**src/rtl/gpei_pkg.sv**
```systemverilog
package gpei_pkg;

    typedef enum logic [2:0] {
        FUNC_LATCH  = 3'd0,
        FUNC_PINS   = 3'd1,
        FUNC_DIR    = 3'd2,
        FUNC_IE     = 3'd3,
        FUNC_STAT1  = 3'd4,
        FUNC_STAT2  = 3'd5
    } func_t;

    typedef enum logic [2:0] {
        CFG_OLDER       = 3'd0,
        CFG_PORT_INDEX  = 3'd1,
        CFG_SENSE_ONE   = 3'd2,
        CFG_SENSE_TWO   = 3'd3,
        CFG_SENSE_THREE = 3'd4,
        CFG_SENSE_FOUR  = 3'd5,
        CFG_MODE_ONE    = 3'd6,
        CFG_MODE_TWO    = 3'd7
    } cfg_idx_t;

    localparam logic [3:0] PORT_A = 4'd0;
    localparam logic [3:0] PORT_B = 4'd1;
    localparam logic [3:0] PORT_C = 4'd2;
    localparam logic [3:0] PORT_D = 4'd3;
    localparam logic [3:0] PORT_E = 4'd4;
    localparam logic [3:0] PORT_F = 4'd5;
    localparam logic [3:0] PORT_G = 4'd6;
    localparam logic [3:0] PORT_H = 4'd7;
    localparam logic [3:0] PORT_I = 4'd8;

    // sensitivity codes
    localparam logic [1:0] SENSE_FALL_LOW = 2'd0;
    localparam logic [1:0] SENSE_RISE     = 2'd1;
    localparam logic [1:0] SENSE_FALL     = 2'd2;

    typedef struct packed {
        logic       older_family;
        logic [3:0] port_index;
        logic [7:0] sense_ctrl_one;
        logic [7:0] sense_ctrl_two;
        logic [7:0] sense_ctrl_three;
        logic [7:0] sense_ctrl_four;
        logic [7:0] port_mode_sel_one;
        logic [7:0] port_mode_sel_two;
    } cfg_t;

    typedef struct packed {
        logic [7:0] output_latch;
        logic [7:0] pin_levels;
        logic [7:0] direction;
        logic [7:0] interrupt_enable;
        logic [7:0] status_one;
        logic [7:0] status_two;
    } port_state_t;

    function automatic logic nib_port_mode(input cfg_t c, input logic high);
        logic r;
        r = 1'b0;
        if (c.older_family) begin
            if (c.port_index <= PORT_F) begin
                r = 1'b1;
            end else if (c.port_index == PORT_G) begin
                r = high ? c.port_mode_sel_two[2] : c.port_mode_sel_two[1];
            end else if (c.port_index == PORT_H) begin
                r = high ? c.port_mode_sel_two[4] : c.port_mode_sel_two[3];
            end
        end else begin
            case (c.port_index)
                PORT_B:  r = high ? c.port_mode_sel_one[1] : c.port_mode_sel_one[0];
                PORT_D:  r = high ? c.port_mode_sel_one[3] : c.port_mode_sel_one[2];
                PORT_E:  r = high ? c.port_mode_sel_one[5] : c.port_mode_sel_one[4];
                PORT_F:  r = high ? c.port_mode_sel_two[0] : c.port_mode_sel_one[6];
                PORT_G:  r = high ? c.port_mode_sel_two[2] : c.port_mode_sel_two[1];
                PORT_H:  r = high ? c.port_mode_sel_two[4] : c.port_mode_sel_two[3];
                default: r = 1'b0;
            endcase
        end
        return r;
    endfunction

    function automatic logic port_routed(input cfg_t c);
        logic r;
        r = 1'b0;
        if (c.older_family) begin
            if (c.port_index <= PORT_E) begin
                r = 1'b1;
            end else if (c.port_index == PORT_G) begin
                r = c.port_mode_sel_two[5];
            end else if (c.port_index == PORT_H) begin
                r = c.port_mode_sel_two[6];
            end
        end else begin
            case (c.port_index)
                PORT_B:  r = ~c.port_mode_sel_two[5];
                PORT_D:  r = ~c.port_mode_sel_two[6];
                PORT_E:  r = ~c.port_mode_sel_one[7];
                PORT_F:  r = c.port_mode_sel_one[7];
                PORT_G:  r = c.port_mode_sel_two[5];
                PORT_H:  r = c.port_mode_sel_two[6];
                default: r = 1'b0;
            endcase
        end
        return r;
    endfunction

    function automatic logic [1:0] port_sense(input cfg_t c);
        logic [1:0] r;
        r = SENSE_FALL_LOW;
        if (c.older_family) begin
            case (c.port_index)
                PORT_A:  r = c.sense_ctrl_one[1:0];
                PORT_B:  r = c.sense_ctrl_one[3:2];
                PORT_C:  r = c.sense_ctrl_one[5:4];
                PORT_D:  r = c.sense_ctrl_one[7:6];
                PORT_E:  r = c.sense_ctrl_two[1:0];
                default: r = SENSE_FALL_LOW;
            endcase
        end else begin
            case (c.port_index)
                PORT_B:  r = c.sense_ctrl_three[1:0];
                PORT_D:  r = c.sense_ctrl_three[3:2];
                PORT_E:  r = c.sense_ctrl_three[5:4];
                PORT_F:  r = c.sense_ctrl_three[7:6];
                PORT_G:  r = c.sense_ctrl_four[1:0];
                PORT_H:  r = c.sense_ctrl_four[3:2];
                default: r = SENSE_FALL_LOW;
            endcase
        end
        return r;
    endfunction

endpackage

```
**src/rtl/gpei_eval.sv**
```systemverilog
module gpei_eval
    import gpei_pkg::*;
(
    input  cfg_t        cfg,
    input  port_state_t st,
    input  logic [2:0]  func,
    input  logic [7:0]  value,
    output port_state_t st_next
);

    logic [7:0] lev, prev, dir, en, ie, base1, base2;
    logic [7:0] keep1, new1, new2;
    logic       check;
    logic       routed;
    logic [1:0] psense;

    assign check  = (func == FUNC_PINS) || (func == FUNC_DIR) || (func == FUNC_IE)
                 || (func == FUNC_STAT1) || (func == FUNC_STAT2);
    assign lev    = (func == FUNC_PINS) ? value : st.pin_levels;
    assign prev   = st.pin_levels;
    assign dir    = (func == FUNC_DIR) ? value : st.direction;
    assign en     = (func == FUNC_IE) ? value : st.interrupt_enable;
    assign ie     = ~dir & en;
    assign routed = port_routed(cfg);
    assign psense = port_sense(cfg);

    always_comb begin
        base1 = st.status_one;
        base2 = st.status_two;
        if (func == FUNC_STAT1) begin
            base1 = cfg.older_family ? value : (st.status_one & ~value);
        end
        if (func == FUNC_STAT2) begin
            base2 = cfg.older_family ? value : (st.status_two & ~value);
        end
    end

    always_comb begin
        logic [7:0] m;
        logic [7:0] crn;
        logic       fire;
        logic [1:0] s;
        logic [2:0] pin;
        keep1 = 8'hff;
        new1  = 8'h00;
        new2  = 8'h00;
        for (int h = 0; h < 2; h++) begin
            m   = (h == 1) ? 8'hf0 : 8'h0f;
            crn = (h == 1) ? cfg.sense_ctrl_two : cfg.sense_ctrl_one;
            if (nib_port_mode(cfg, h == 1)) begin
                if (routed) begin
                    case (psense)
                        SENSE_FALL_LOW: begin
                            if (cfg.older_family && cfg.port_index <= PORT_H) begin
                                keep1[cfg.port_index[2:0]] = 1'b0;
                            end
                            fire = (lev & ie & m) != (ie & m);
                        end
                        SENSE_RISE: fire = (ie & ~prev & lev & m) != 8'h00;
                        SENSE_FALL: fire = (ie & prev & ~lev & m) != 8'h00;
                        default:    fire = (ie & (prev ^ lev) & m) != 8'h00;
                    endcase
                    if (fire) begin
                        if (cfg.older_family) begin
                            if (cfg.port_index <= PORT_H) begin
                                new1[cfg.port_index[2:0]] = 1'b1;
                            end
                        end else if (cfg.port_index == PORT_B) begin
                            new2[0] = 1'b1;
                        end else if (cfg.port_index > PORT_C && cfg.port_index <= PORT_I) begin
                            new2[3'(cfg.port_index - 4'd2)] = 1'b1;
                        end
                    end
                end
            end else begin
                for (int i = 0; i < 4; i++) begin
                    pin = 3'(h * 4 + i);
                    s   = crn[2*i +: 2];
                    case (s)
                        SENSE_FALL_LOW: begin
                            if (cfg.older_family) begin
                                keep1[pin] = 1'b0;
                            end
                            fire = ie[pin] & ~lev[pin];
                        end
                        SENSE_RISE: fire = ie[pin] & ~prev[pin] & lev[pin];
                        SENSE_FALL: fire = ie[pin] & prev[pin] & ~lev[pin];
                        default:    fire = ie[pin] & (prev[pin] ^ lev[pin]);
                    endcase
                    if (fire) begin
                        new1[pin] = 1'b1;
                    end
                end
            end
        end
    end

    always_comb begin
        st_next = st;
        if (check) begin
            st_next.status_one = (base1 & keep1) | new1;
            st_next.status_two = base2 | new2;
            if (func == FUNC_PINS || func == FUNC_DIR) begin
                st_next.pin_levels = (lev & ~dir) | (st.output_latch & dir);
            end
            if (func == FUNC_DIR) begin
                st_next.direction = value;
            end
            if (func == FUNC_IE) begin
                st_next.interrupt_enable = value;
            end
        end else if (func == FUNC_LATCH) begin
            st_next.output_latch = value;
            st_next.pin_levels   = (st.pin_levels & ~st.direction) | (value & st.direction);
        end
    end

endmodule

```
**src/rtl/gpio_port_external_interrupt.sv**
```systemverilog
// 8-bit GPIO port with external interrupt detection.
//
// s_ channel: one register write request per item (func selects the target:
// output latch, external pin levels, direction, interrupt enable, status one
// or status two). m_ channel: one result per request with the pin levels and
// both status registers as they stand after the write.
// cfg_ port: plain write port for the eight setup registers; write it only
// while no request is in flight.
//
// A request accepted on s_ is registered in the input register, evaluated
// combinationally and registered in the output register that drives m_.
// Throughput: one request per cycle while m_ is not stalled; the only work is
// the combinational evaluation between the input and output registers.
// When m_tready is low the result holds, the input register still takes one
// more request, and s_tready then drops until the result is taken.
// Reset clears all port registers, setup registers and both channel valids.
module gpio_port_external_interrupt
    import gpei_pkg::*;
(
    input  logic        aclk,
    input  logic        aresetn,

    input  logic        s_tvalid,
    output logic        s_tready,
    input  logic [15:0] s_tdata,   // [2:0] func, [10:3] value, zero fill

    output logic        m_tvalid,
    input  logic        m_tready,
    output logic [23:0] m_tdata,   // [7:0] pin_value, [15:8] status_one_value,
                                   // [23:16] status_two_value

    input  logic        cfg_we,
    input  logic [2:0]  cfg_index,
    input  logic [7:0]  cfg_wdata
);

    cfg_t        cfg_reg;
    port_state_t st_reg, st_next;

    logic        in_valid_reg;
    logic [2:0]  in_func_reg;
    logic [7:0]  in_value_reg;
    logic        m_tvalid_reg;
    logic [23:0] m_tdata_reg;
    logic        advance;

    assign advance  = ~m_tvalid_reg | m_tready;
    assign s_tready = ~in_valid_reg | advance;
    assign m_tvalid = m_tvalid_reg;
    assign m_tdata  = m_tdata_reg;

    always_ff @(posedge aclk) begin
        if (!aresetn) begin
            cfg_reg <= '0;
        end else if (cfg_we) begin
            case (cfg_index)
                CFG_OLDER:       cfg_reg.older_family      <= cfg_wdata[0];
                CFG_PORT_INDEX:  cfg_reg.port_index        <= cfg_wdata[3:0];
                CFG_SENSE_ONE:   cfg_reg.sense_ctrl_one    <= cfg_wdata;
                CFG_SENSE_TWO:   cfg_reg.sense_ctrl_two    <= cfg_wdata;
                CFG_SENSE_THREE: cfg_reg.sense_ctrl_three  <= cfg_wdata;
                CFG_SENSE_FOUR:  cfg_reg.sense_ctrl_four   <= cfg_wdata;
                CFG_MODE_ONE:    cfg_reg.port_mode_sel_one <= cfg_wdata;
                CFG_MODE_TWO:    cfg_reg.port_mode_sel_two <= cfg_wdata;
                default:         cfg_reg <= cfg_reg;
            endcase
        end
    end

    always_ff @(posedge aclk) begin
        if (!aresetn) begin
            in_valid_reg <= 1'b0;
        end else if (s_tready) begin
            in_valid_reg <= s_tvalid;
        end
    end

    always_ff @(posedge aclk) begin
        if (s_tvalid && s_tready) begin
            in_func_reg  <= s_tdata[2:0];
            in_value_reg <= s_tdata[10:3];
        end
    end

    gpei_eval u_eval (
        .cfg     (cfg_reg),
        .st      (st_reg),
        .func    (in_func_reg),
        .value   (in_value_reg),
        .st_next (st_next)
    );

    always_ff @(posedge aclk) begin
        if (!aresetn) begin
            st_reg       <= '0;
            m_tvalid_reg <= 1'b0;
        end else if (advance) begin
            m_tvalid_reg <= in_valid_reg;
            if (in_valid_reg) begin
                st_reg <= st_next;
            end
        end
    end

    always_ff @(posedge aclk) begin
        if (advance && in_valid_reg) begin
            m_tdata_reg <= {st_next.status_two, st_next.status_one, st_next.pin_levels};
        end
    end

    a_hold_pending: assert property (@(posedge aclk) disable iff (!aresetn)
        (in_valid_reg && m_tvalid_reg && !m_tready) |=> in_valid_reg)
        else $error("pending request dropped while result stalled");

    a_latch_keeps_status: assert property (@(posedge aclk) disable iff (!aresetn)
        (advance && in_valid_reg && in_func_reg == FUNC_LATCH)
        |=> (st_reg.status_one == $past(st_reg.status_one)
             && st_reg.status_two == $past(st_reg.status_two)))
        else $error("output latch write changed status");

    a_output_mirror: assert property (@(posedge aclk) disable iff (!aresetn)
        (advance && in_valid_reg
         && (in_func_reg == FUNC_LATCH || in_func_reg == FUNC_PINS))
        |=> ((st_reg.pin_levels & st_reg.direction)
             == (st_reg.output_latch & st_reg.direction)))
        else $error("output pins not mirrored from latch");

endmodule
```
**config.mk**
```make
export PLATFORM = sky130hd
export DESIGN_NAME = gpio_port_external_interrupt
export DESIGN_NICKNAME = d
export VERILOG_FILES = /design/src/rtl/gpei_pkg.sv /design/src/rtl/gpei_eval.sv /design/src/rtl/gpio_port_external_interrupt.sv
export SDC_FILE = /design/constraint.sdc
export NUM_CORES = 1
export LEC_CHECK = 0
export BUFFER_PORTS_ARGS = -buffer_cell sky130_fd_sc_hd__buf_2
export CAP_MARGIN = 40
export CELL_PAD_IN_SITES_DETAIL_PLACEMENT = 1
export CELL_PAD_IN_SITES_GLOBAL_PLACEMENT = 2
export CORE_MARGIN = 2
export CORE_UTILIZATION = 35
export DETAILED_ROUTE_END_ITERATION = 7
export GPL_ROUTABILITY_DRIVEN = 0
export HOLD_SLACK_MARGIN = 0.03
export PLACE_DENSITY_LB_ADDON = 0.1
export SYNTH_ARGS = -nofsm -noshare
export SYNTH_HDL_FRONTEND = slang
export SYNTH_SLANG_ARGS = --single-unit
```
**constraint.sdc**
```tcl
create_clock -name aclk -period 3.4 [get_ports aclk]
set_clock_uncertainty 0.2 [all_clocks]
set_input_delay 0.34 -clock aclk [delete_from_list [all_inputs] [get_ports aclk]]
set_output_delay 0.34 -clock aclk [all_outputs]
set_load 0.02 [all_outputs]
```
# Word-level counts from Yosys, hierarchy flattened
# Cells that the tools add are included.
[totals] ff_bits=133 input_bits=32
[op_classes] n_addsub=1 magnitude_cmp=9 eq_ne=39 mux=112 bitwise_logic=108 reduce_logical=39
[ops] operator="two-way mux 8 bit" n=34
[ops] operator="AND 8 bit" n=15
[ops] operator="two-way mux 1 bit" n=49
[ops] operator="AND 1 bit" n=48
[ops] operator="NOT 8 bit" n=6
[ops] operator="bitwise OR 8 bit" n=6
[ops] operator="nonzero test 8 bit" n=6
[ops] operator="two-way mux 4 bit" n=8
[ops] operator="case mux 1 bit (3 select lines)" n=10
[ops] operator="NOT 1 bit" n=22
[ops] operator="== test 2 x 1 -> 1 bit (second input constant)" n=9
[ops] operator="== test 2 bit (second input constant)" n=9
[ops] operator="== test 3 bit (second input constant)" n=6
[ops] operator="zero test 2 bit" n=9
[ops] operator="case mux 1 bit (6 select lines)" n=3
[ops] operator="AND reduction 2 bit" n=9
[ops] operator="== test 4 x 3 -> 1 bit (second input constant)" n=4
[ops] operator="two-way mux 16 bit" n=1
[ops] operator="two-way mux 7 bit" n=2
[ops] operator="== test 3 x 2 -> 1 bit (second input constant)" n=4
[ops] operator="less-or-equal comparator 4 x 3 -> 1 bit (second input constant)" n=3
[ops] operator="case mux 2 bit (6 select lines)" n=1
[ops] operator="case mux 2 bit (5 select lines)" n=1
[ops] operator="== test 4 x 2 -> 1 bit (second input constant)" n=2
[ops] operator="other kinds (19)" n=41

# Depth between registers and ports, before layout
# Gate-level depths: netlist (run 1).
[depth] ltp_word=22 ltp_mapped=12

# Modules after synthesis
# From an unflattened synthesis (run 1), not the netlist that was laid out.
[hier_totals] cells_unflattened=983 area_unflattened_um2=8107.8
[modules_own_cells] mod="gpio_port_external_interrupt" instances=1 cells_per_inst=448 area_per_inst_um2=4843.4 seq_area_each_um2=3113.0
[modules_own_cells] mod="gpei_eval" instances=1 cells_per_inst=535 area_per_inst_um2=3264.4 seq_area_each_um2=0.0

# Worst setup path before layout (run 1)
# Ideal clock, no wire load.
[synth_timing] path_type="register -> register" from="reg cfg_reg[48] (netlist name)" to="reg m_tdata_reg[20], in the netlist m_tdata[20], data pin" t_arrival_ns=2.446 slack_ns=0.499 stages_incl_launch_ff=11 n_path_buf=2 path_cell_list="dfxtp_1 buf_6 mux2_4 a32oi_1 a31oi_1 or3_1 buf_4 a32oi_2 a21oi_2 a22o_1 a31o_1"
[synth_lines] element="start: declaration" line_no="gpio_port_external_interrupt.sv:37" source="cfg_t cfg_reg;"
[synth_lines] element="start signal: assignment" line_no="gpio_port_external_interrupt.sv:65" source="default: cfg_reg <= cfg_reg;"
[synth_lines] element="end signal: assignment" line_no="gpio_port_external_interrupt.sv:107" source="m_tdata_reg <= {st_next.status_two, st_next.status_one, st_next.pin_levels};"
[synth_lines] element="end: declaration" line_no="gpio_port_external_interrupt.sv:44" source="logic [23:0] m_tdata_reg;"

==> flow_summary_export.csv, run 1 <==
group,metric,value,unit
setup_path,critical_path_class,"flop to flop",
final_layout,design_area,9570,um^2
floorplan,core_area,21800,um^2
final_layout,layout-drive-gt1-share,0.183,
floorplan,die_w,153,um
sta,fmax,303,MHz
sta,max_slew_margin,0.566,
detailed_routing,wirelength,29000,um
detailed_routing,drt_first_pass_iters,5,
detailed_routing,wl_per_cell,21.6,um
setup_path,arrival,3.28,ns
setup_path,crit_end,"m_tdata[9]$_DFFE_PP_",
synth,synth_area,7800,um^2
clock_tree,clock-root-buffer,"clkbuf_16",
sta,hold_viol,0,
sta,slew_violations,0,
setup_path,cpPeakStageDelay,0.45,ns
placement,io_buffers,52,
floorplan,start_util,0.358,
synth,yosysWarnings,0,
final_layout,final_nets,1078,
sta,fin_hold_ws,0.0428,ns
clock_tree,clk_pin_slew_worst_paths,0.07,ns
setup_path,crit_family,"compound AO/OA/AOI/OAI gates",
sta,min_period_over_period,0.972,
synth,syn_inst,960,
synth,ys_ff_latch,133,
power_and_ir_drop,peakVddDrop,0.271,mV
placement,dpl_cell_area,8720,um^2
final_layout,final_util,0.439,
sta,setup-violations-final,0,
grt,grt_max_degree,39,
synth,synth_edf_count,35,
setup_path,required,3.37,ns
floorplan,die_height,153,um
worst_hold_path,hp-start,"m_tready",
grt,grtUsageTotal,0.249,
outcome,status,"completed",
clock_tree,clock_latency,0.44,ns
power_and_ir_drop,power_density,467,nW/um^2
floorplan,die_area,23500,um^2
grt,grt_pass1_vias,7724,
sta,tightest_slew,0.649,ns
placement,place_ws,0.0829,ns
synth,synth-seq-area-share,0.386,
clock_tree,cts_max_path_buffers,2,
clock_tree,h-tree-depth,4,
floorplan,ios,58,
detailed_routing,avgViaCountPerCell,5.72,
setup_path,start_kind,"flop",
setup_path,cp.depth,11,
power_and_ir_drop,p_leak,3.46,nW
setup_path,crit_fanout,14,
synth,syn_nets,992,
detailed_routing,drt_iter0_drc,551,
setup_path,worst-path-buf-inv,3,
clock_tree,cts_sinks,133,
grt,grt_pass1_wl,45200,um
final_layout,syn2layout_area_growth,22.7,%
sta,rsz0062_at_grt,"false",
setup_path,rr_startpoint,"in_func_reg[2]$_DFFE_PP_",
synth,async_flop_share,0,
final_layout,layout_commonest_cell,"nand2_1",
detailed_routing,ant_nets,0,
synth,synth_ff_type,"dfxtp_1",
placement,place_hpwl,21200,um
sta,worst_slack,0.0945,ns
setup_path,r2r_end,"m_tdata[9]$_DFFE_PP_",
final_layout,instances_no_fill,1339,
setup_path,r2r_setup_slack,0.09,ns
detailed_routing,drc,0,
setup_path,r2r_cells,11,
setup_path,slowest_stage,"edfxtp_1",
flow_run,drv_cap,0,
synth,postSynthAreaPerCell,8.13,um^2
final_layout,final_cell_mix,"171 x nand2_1, 97 x dfxtp_1, 66 x buf_4",
floorplan,std_cell_rows,54,
placement,place_inst,1294,
detailed_routing,vias,7656,
sta,fin_setup_tns,0,ns
power_and_ir_drop,finalPower,4.47,mW
grt,grt_overflow_total,0,
setup_path,endpoint_kind,"flop",
grt,antenna_found_initial,0,
setup_path,worstPathCellList,"buf_12, nor2b_1, buf_4, mux2_2, a311oi_1, and2_0, a311o_4, a21oi_1, a311oi_1, buf_4, a21oi_1",
clock_tree,cts_tree,"done",
worst_hold_path,min_path_type,"input pin to flop",
sta,min_period,3.31,ns
final_layout,antenna_cells,0,
clock_tree,cts_buffers,17,
setup_path,crit_path_start,"in_func_reg[2]$_DFFE_PP_",
synth,synth_cell_types,77,
==> routing by layer <==
metal  part of all wire  routed length (um)  global-route usage
met2               0.46               13400               0.398
met3              0.052                1500              0.0482
met5                  0                   0                   0
met1               0.47               13700               0.345
met4              0.016                 460              0.0657
==> synthesized netlist by cell type (7+ instances only) <==
cell / count / area share
a21boi_0: 65 / 0.063
clkbuf_1: 53 / 0.025
nor3b_1: 7 / 0.0067
nand3_1: 39 / 0.025
nand2b_1: 22 / 0.018
and2_1: 13 / 0.010
nor2_1: 64 / 0.031
nor3_1: 21 / 0.013
a31oi_1: 21 / 0.017
nand3b_1: 11 / 0.011
dfxtp_1: 98 / 0.25
buf_2: 8 / 0.0051
nor2b_1: 26 / 0.021
inv_1: 16 / 0.0077
a22oi_1: 12 / 0.012
a21oi_1: 52 / 0.033
nor4_1: 8 / 0.0064
edfxtp_1: 35 / 0.13
o21ai_0: 51 / 0.033
o22ai_1: 13 / 0.010
nand2_1: 172 / 0.083
mux2i_1: 18 / 0.023
==> worst register-to-register path, cell delays in order (launching register included) <==
cell	delay [ns]
edfxtp_1	0.45
buf_12	0.19
nor2b_1	0.11
buf_4	0.19
mux2_2	0.36
a311oi_1	0.43
and2_0	0.21
a311o_4	0.27
a21oi_1	0.08
a311oi_1	0.30
buf_4	0.18
a21oi_1	0.06
==> how the worst min path moves through the flow <==
stage / end / slack [ns] / cells after the start
3_3_place_gp: cfg_reg[31]$_SDFFE_PN0P_ / 0.25 / 2
3_5_place_dp: cfg_reg[4]$_SDFFE_PN0P_ / 0.26 / 2
2_1_floorplan: cfg_reg[11]$_SDFFE_PN0P_ / 0.24 / 2
5_1_grt: cfg_reg[30]$_SDFFE_PN0P_ / 0.03 / 3
6_report: m_tvalid$_SDFFE_PN0N_ / 0.04 / 3
4_1_cts: cfg_reg[10]$_SDFFE_PN0P_ / 0.03 / 3
==> where the power goes <==
| part | internal, mW | total (mW) | leakage (nW) | switching [mW] |
|---|---|---|---|---|
| clock network | 1.38 | 2.17 | 0.318 | 0.787 |
| logic | 0.212 | 0.547 | 2.01 | 0.335 |
| registers | 1.69 | 1.75 | 1.13 | 0.0574 |
| total | 3.29 | 4.47 | 3.46 | 1.18 |
==> cell families (layout without fill, tap and decap cells) <==
kind of cell	after synthesis	after routing	share of synthesized area
flops	133	133	0.386
buf+inv	87	186	0.0489
compound gates	294	294	0.262
simple gates	420	420	0.267
mux	26	26	0.0366
==> area by class of cell <==
cell class / count / area, um^2
Timing Repair Buffer: 138 / 996
Fill cell: 2611 / 12200
Clock inverter: 14 / 246
Tap cell: 280 / 350
Inverter: 16 / 60.1
Clock buffer: 18 / 429
Multi-Input combinational cell: 740 / 4480
Sequential cell: 133 / 3010
==> what timing repair did <==
action / 4_1_cts / 5_1_grt
setup buffers: 0 / 0
hold buffers: 13 / 0
endpoints found under the hold margin: 16 / 0
endpoints found under the setup margin: 0 / 10
gates resized for setup: 0 / 11
(Power assumes the default switching activity.)
==> inputs of run 2 (changes only) <==
- PLACE_DENSITY: not set -> 0.83
- PLACE_DENSITY_LB_ADDON: 0.1 -> not set
- SYNTH_HIERARCHICAL: not set -> 1
==> flow_summary_export.csv, run 2 <==
group,metric,value,unit
outcome,status,"completed",
floorplan,start_util,0.354,
clock_tree,clock_latency,0.43,ns
sta,slew_violations,0,
final_layout,instances_no_fill,1337,
synth,syn_inst,968,
floorplan,core_area,22500,um^2
sta,setup-violations-final,0,
setup_path,crit_family,"compound AO/OA/AOI/OAI gates",
clock_tree,h-tree-depth,4,
sta,worst_slack,0.121,ns
synth,yosysWarnings,6,
grt,antenna_found_initial,0,
power_and_ir_drop,p_leak,3.35,nW
placement,place_ws,0.0640,ns
sta,tightest_slew,0.735,ns
final_layout,layout-drive-gt1-share,0.194,
grt,grt_pass1_vias,7534,
worst_hold_path,min_path_type,"input pin to flop",
setup_path,required,3.54,ns
final_layout,layout_commonest_cell,"nand2_1",
setup_path,crit_fanout,9,
setup_path,worstPathCellList,"or3b_4, o22ai_1, a32oi_1, a211o_1, a41oi_1, o32ai_4, nor4_4, a32oi_2, o21ai_1, nand2_1, mux2i_1",
placement,place_hpwl,19000,um
grt,grt_max_degree,73,
power_and_ir_drop,power_density,429,nW/um^2
floorplan,std_cell_rows,55,
clock_tree,cts_max_path_buffers,2,
clock_tree,cts_sinks,133,
setup_path,slowest_stage,"or3b_4",
setup_path,worst-path-buf-inv,0,
power_and_ir_drop,peakVddDrop,0.346,mV
clock_tree,clock-root-buffer,"clkbuf_16",
placement,place_inst,1286,
synth,postSynthAreaPerCell,8.22,um^2
floorplan,die_w,155,um
detailed_routing,drt_iter0_drc,474,
sta,max_slew_margin,0.510,
detailed_routing,ant_nets,0,
placement,io_buffers,52,
flow_run,drv_cap,0,
clock_tree,cts_tree,"done",
setup_path,start_kind,"flop",
final_layout,design_area,9580,um^2
setup_path,critical_path_class,"flop to flop",
setup_path,endpoint_kind,"flop",
detailed_routing,drt_first_pass_iters,5,
grt,grt_overflow_total,0,
detailed_routing,wirelength,26800,um
detailed_routing,vias,7732,
final_layout,syn2layout_area_growth,20.4,%
sta,min_period,3.28,ns
final_layout,final_nets,1073,
clock_tree,cts_buffers,17,
setup_path,cpPeakStageDelay,0.53,ns
floorplan,ios,58,
sta,fmax,305,MHz
synth,syn_nets,1000,
grt,grtUsageTotal,0.226,
detailed_routing,avgViaCountPerCell,5.78,
detailed_routing,wl_per_cell,20.0,um
floorplan,die_height,155,um
floorplan,die_area,24000,um^2
synth,synth_area,7960,um^2
detailed_routing,drc,0,
sta,min_period_over_period,0.965,
final_layout,fillers,2676,
clock_tree,clk_pin_slew_worst_paths,0.06,ns
setup_path,arrival,3.42,ns
setup_path,r2r_setup_slack,0.12,ns
placement,dpl_cell_area,8730,um^2
final_layout,final_cell_mix,"196 x nand2_1, 95 x dfxtp_1, 84 x o21ai_0",
final_layout,final_util,0.426,
final_layout,antenna_cells,0,
sta,hold_viol,0,
grt,grt_pass1_wl,42300,um
[run 2: path summary, 6_finish.rpt]
path | from | end | cells after the start
worst max-delay path | in_func_reg[2]$_DFFE_PP_ | st_reg[4]$_SDFFE_PN0P_ | 11
worst min-delay path | m_tready | m_tvalid$_SDFFE_PN0P_ | 3
worst min register to register | st_reg[7]$_SDFFE_PN0P_ | st_reg[7]$_SDFFE_PN0P_ | 2
worst max register to register | in_func_reg[2]$_DFFE_PP_ | st_reg[4]$_SDFFE_PN0P_ | 11
[run 2: metal layers]
metal | wire length [um] | track usage | share of wire | vias to the layer above
li1 | - | - | - | 3691
met1 | 12800 | 0.313 | 0.48 | 3796
met2 | 12300 | 0.359 | 0.46 | 205
met3 | 1090 | 0.0319 | 0.041 | 40
met4 | 585 | 0.0807 | 0.022 | 0
met5 | 0 | 0 | 0 | -
[run 2: layout make-up]
type / count / area, um^2 / share of cell area
Clock buffer: 22 / 508 / 0.0530
Timing Repair Buffer: 139 / 1030 / 0.108
Clock inverter: 8 / 86.3 / 0.00901
Multi-Input combinational cell: 736 / 4520 / 0.472
Inverter: 14 / 52.6 / 0.00549
Sequential cell: 133 / 3020 / 0.315
Tap cell: 285 / 357 / 0.0372
[run 2: repair_timing]
action	in CTS	in global routing
buffers inserted	0	5
hold endpoints to repair	16	0
hold buffers	16	0
gates resized for setup	0	15
endpoints found under the setup margin	0	17
[run 2: worst reg2reg max path, delay by kind of cell, from the launching register on]
family | cells | cell delay, ns
AOI/OAI and AO/OA | 7 | 1.37
DFF | 1 | 0.48
muxes | 1 | 0.18
and+or+nand+nor | 3 | 0.97
[run 2: metrics by stage]
stage	power [mW]	TNS, ns	hold WS (ns)
6_report	4.11	0	0.0673
3_3_place_gp	2.22	0	0.245
3_5_place_dp	2.23	0	0.257
2_1_floorplan	2.05	0	0.231
5_1_grt	4.26	-0.0111	0.0817
4_1_cts	4.13	0	0.0648
[run 2: report_power, final]
| group | internal, mW | switching, mW | total (mW) |
|---|---|---|---|
| combinational | 0.191 | 0.303 | 0.494 |
| sequential | 1.68 | 0.0556 | 1.73 |
| clock | 1.14 | 0.749 | 1.89 |
==> inputs of run 3 (changes only) <==
- REMOVE_ABC_BUFFERS: not set -> 1
- SYNTH_HIERARCHICAL: 1 -> not set
==> flow_summary_export.csv, run 3 (same netlist as run 1, synthesis figures left out) <==
group,metric,value,unit
outcome,status,"completed",
setup_path,endpoint_kind,"flop",
grt,grt_max_degree,55,
clock_tree,cts_sinks,133,
power_and_ir_drop,p_leak,3.45,nW
worst_hold_path,worstHoldEndpoint,"cfg_reg[28]$_SDFFE_PN0P_",
floorplan,core_area,21800,um^2
placement,place_hpwl,20000,um
sta,slew_violations,0,
floorplan,die_height,153,um
setup_path,start_kind,"flop",
sta,worst_slack,0.0399,ns
flow_run,drv_cap,0,
setup_path,rr_startpoint,"in_func_reg[1]$_DFFE_PP_",
placement,place_inst,1294,
clock_tree,clock-root-buffer,"clkbuf_16",
sta,fmax,298,MHz
final_layout,layout_commonest_cell,"nand2_1",
setup_path,r2r_setup_slack,0.04,ns
grt,grtUsageTotal,0.237,
placement,dpl_cell_area,8710,um^2
sta,setup-violations-final,0,
grt,grt_pass1_vias,7926,
floorplan,start_util,0.358,
setup_path,r2r_end,"m_tdata[15]$_DFFE_PP_",
grt,grt_overflow_total,0,
floorplan,std_cell_rows,54,
setup_path,critical_path_class,"flop to flop",
detailed_routing,vias,7731,
floorplan,die_w,153,um
setup_path,r2r_cells,12,
sta,min_period,3.36,ns
setup_path,crit_fanout,8,
floorplan,die_area,23500,um^2
final_layout,multi_input_area,4490,um^2
worst_hold_path,min_path_type,"input pin to flop",
final_layout,layout-drive-gt1-share,0.188,
detailed_routing,wirelength,27800,um
final_layout,instances_no_fill,1344,
final_layout,final_cell_mix,"172 x nand2_1, 97 x dfxtp_1, 73 x buf_4",
placement,io_buffers,52,
sta,tightest_slew,0.893,ns
grt,antenna_found_initial,0,
clock_tree,h-tree-depth,4,
detailed_routing,drc,0,
worst_hold_path,hold_depth,3,
detailed_routing,drt_iter0_drc,433,
final_layout,seq_area,3010,um^2
sta,hold_viol,0,
final_layout,antenna_cells,0,
clock_tree,cts_tree,"done",
clock_tree,cts_max_path_buffers,2,
detailed_routing,avgViaCountPerCell,5.75,
final_layout,design_area,9540,um^2
floorplan,ios,58,
sta,max_slew_margin,0.404,
clock_tree,clk_pin_slew_worst_paths,0.06,ns
sta,min_period_over_period,0.988,
final_layout,fillers,2645,
setup_path,required,3.50,ns
power_and_ir_drop,peakVddDrop,0.291,mV
detailed_routing,wl_per_cell,20.7,um
grt,grt_pass1_wl,44300,um
clock_tree,clock_latency,0.44,ns
clock_tree,cts_buffers,17,
detailed_routing,ant_nets,0,
placement,place_ws,0.0975,ns
power_and_ir_drop,power_density,433,nW/um^2
detailed_routing,drt_first_pass_iters,5,
final_layout,final_nets,1083,
setup_path,arrival,3.46,ns
final_layout,syn2layout_area_growth,22.2,%
worst_hold_path,hp-start,"cfg_wdata[4]",
==> run 3: critical path, cell delays in order, from the launching register on <==
cell and delay (ns):
edfxtp_1 0.42, buf_4 0.16, buf_4 0.16, nand3b_1 0.21, nor4b_1 0.46, a311oi_2 0.09, buf_4 0.18, and2_0 0.17
a311o_4 0.47, a21oi_4 0.22, o21ai_1 0.12, a31oi_1 0.21, buf_4 0.15
==> run 3: metal layers <==
metal | wire length (um) | vias up | GRT usage | part of all wire
met2 | 13000 | 206 | 0.386 | 0.47
met1 | 12900 | 3800 | 0.321 | 0.46
met3 | 1220 | 47 | 0.0320 | 0.044
met4 | 682 | 0 | 0.0838 | 0.025
li1 | - | 3678 | - | -
met5 | 0 | - | 0 | 0
==> run 3: power by group <==
part / switching [mW] / internal (mW) / total (mW)
Combinational: 0.328 / 0.214 / 0.542
Sequential: 0.0593 / 1.69 / 1.75
Clock: 0.760 / 1.08 / 1.84
Total: 1.15 / 2.99 / 4.13
==> run 3: how the worst max path moves through the flow <==
stage | from | end | depth (start not counted)
2_1_floorplan | cfg_reg[48]$_SDFFE_PN0P_ | m_tdata[18]$_DFFE_PP_ | 8
3_5_place_dp | in_func_reg[2]$_DFFE_PP_ | m_tdata[15]$_DFFE_PP_ | 12
4_1_cts | cfg_reg[48]$_SDFFE_PN0P_ | m_tdata[21]$_DFFE_PP_ | 9
5_1_grt | in_func_reg[1]$_DFFE_PP_ | m_tdata[15]$_DFFE_PP_ | 12
3_3_place_gp | cfg_reg[49]$_SDFFE_PN0P_ | m_tdata[9]$_DFFE_PP_ | 8
6_report | in_func_reg[1]$_DFFE_PP_ | m_tdata[15]$_DFFE_PP_ | 12
==> run 3: cell type report <==
cell class / count / share of cell area
clock buffer: 20 / 0.0491
clock inverter: 12 / 0.0121
inverter: 16 / 0.00630
multi-input combinational: 740 / 0.471
sequential: 133 / 0.316
tap: 280 / 0.0367
timing repair buffer: 143 / 0.109
==> run 3: per-stage QoR <==
stage | hold WS (ns) | power [mW] | util | TNS (ns)
6_report | 0.0405 | 4.13 | 0.437 | 0
5_1_grt | 0.0414 | 4.28 | 0.437 | -0.0695
4_1_cts | 0.0306 | 4.15 | 0.433 | 0
3_5_place_dp | 0.255 | 2.30 | 0.399 | 0
3_3_place_gp | 0.249 | 2.28 | 0.398 | 0
2_1_floorplan | 0.239 | 2.05 | - | 0
==> run 3: timing repair <==
item                       CTS  global route
setup buffers                0             4
hold endpoints to repair    17             0
hold buffers                14             0
resized for setup            1            13
pin swaps                    1             1
setup endpoints to repair    7            19
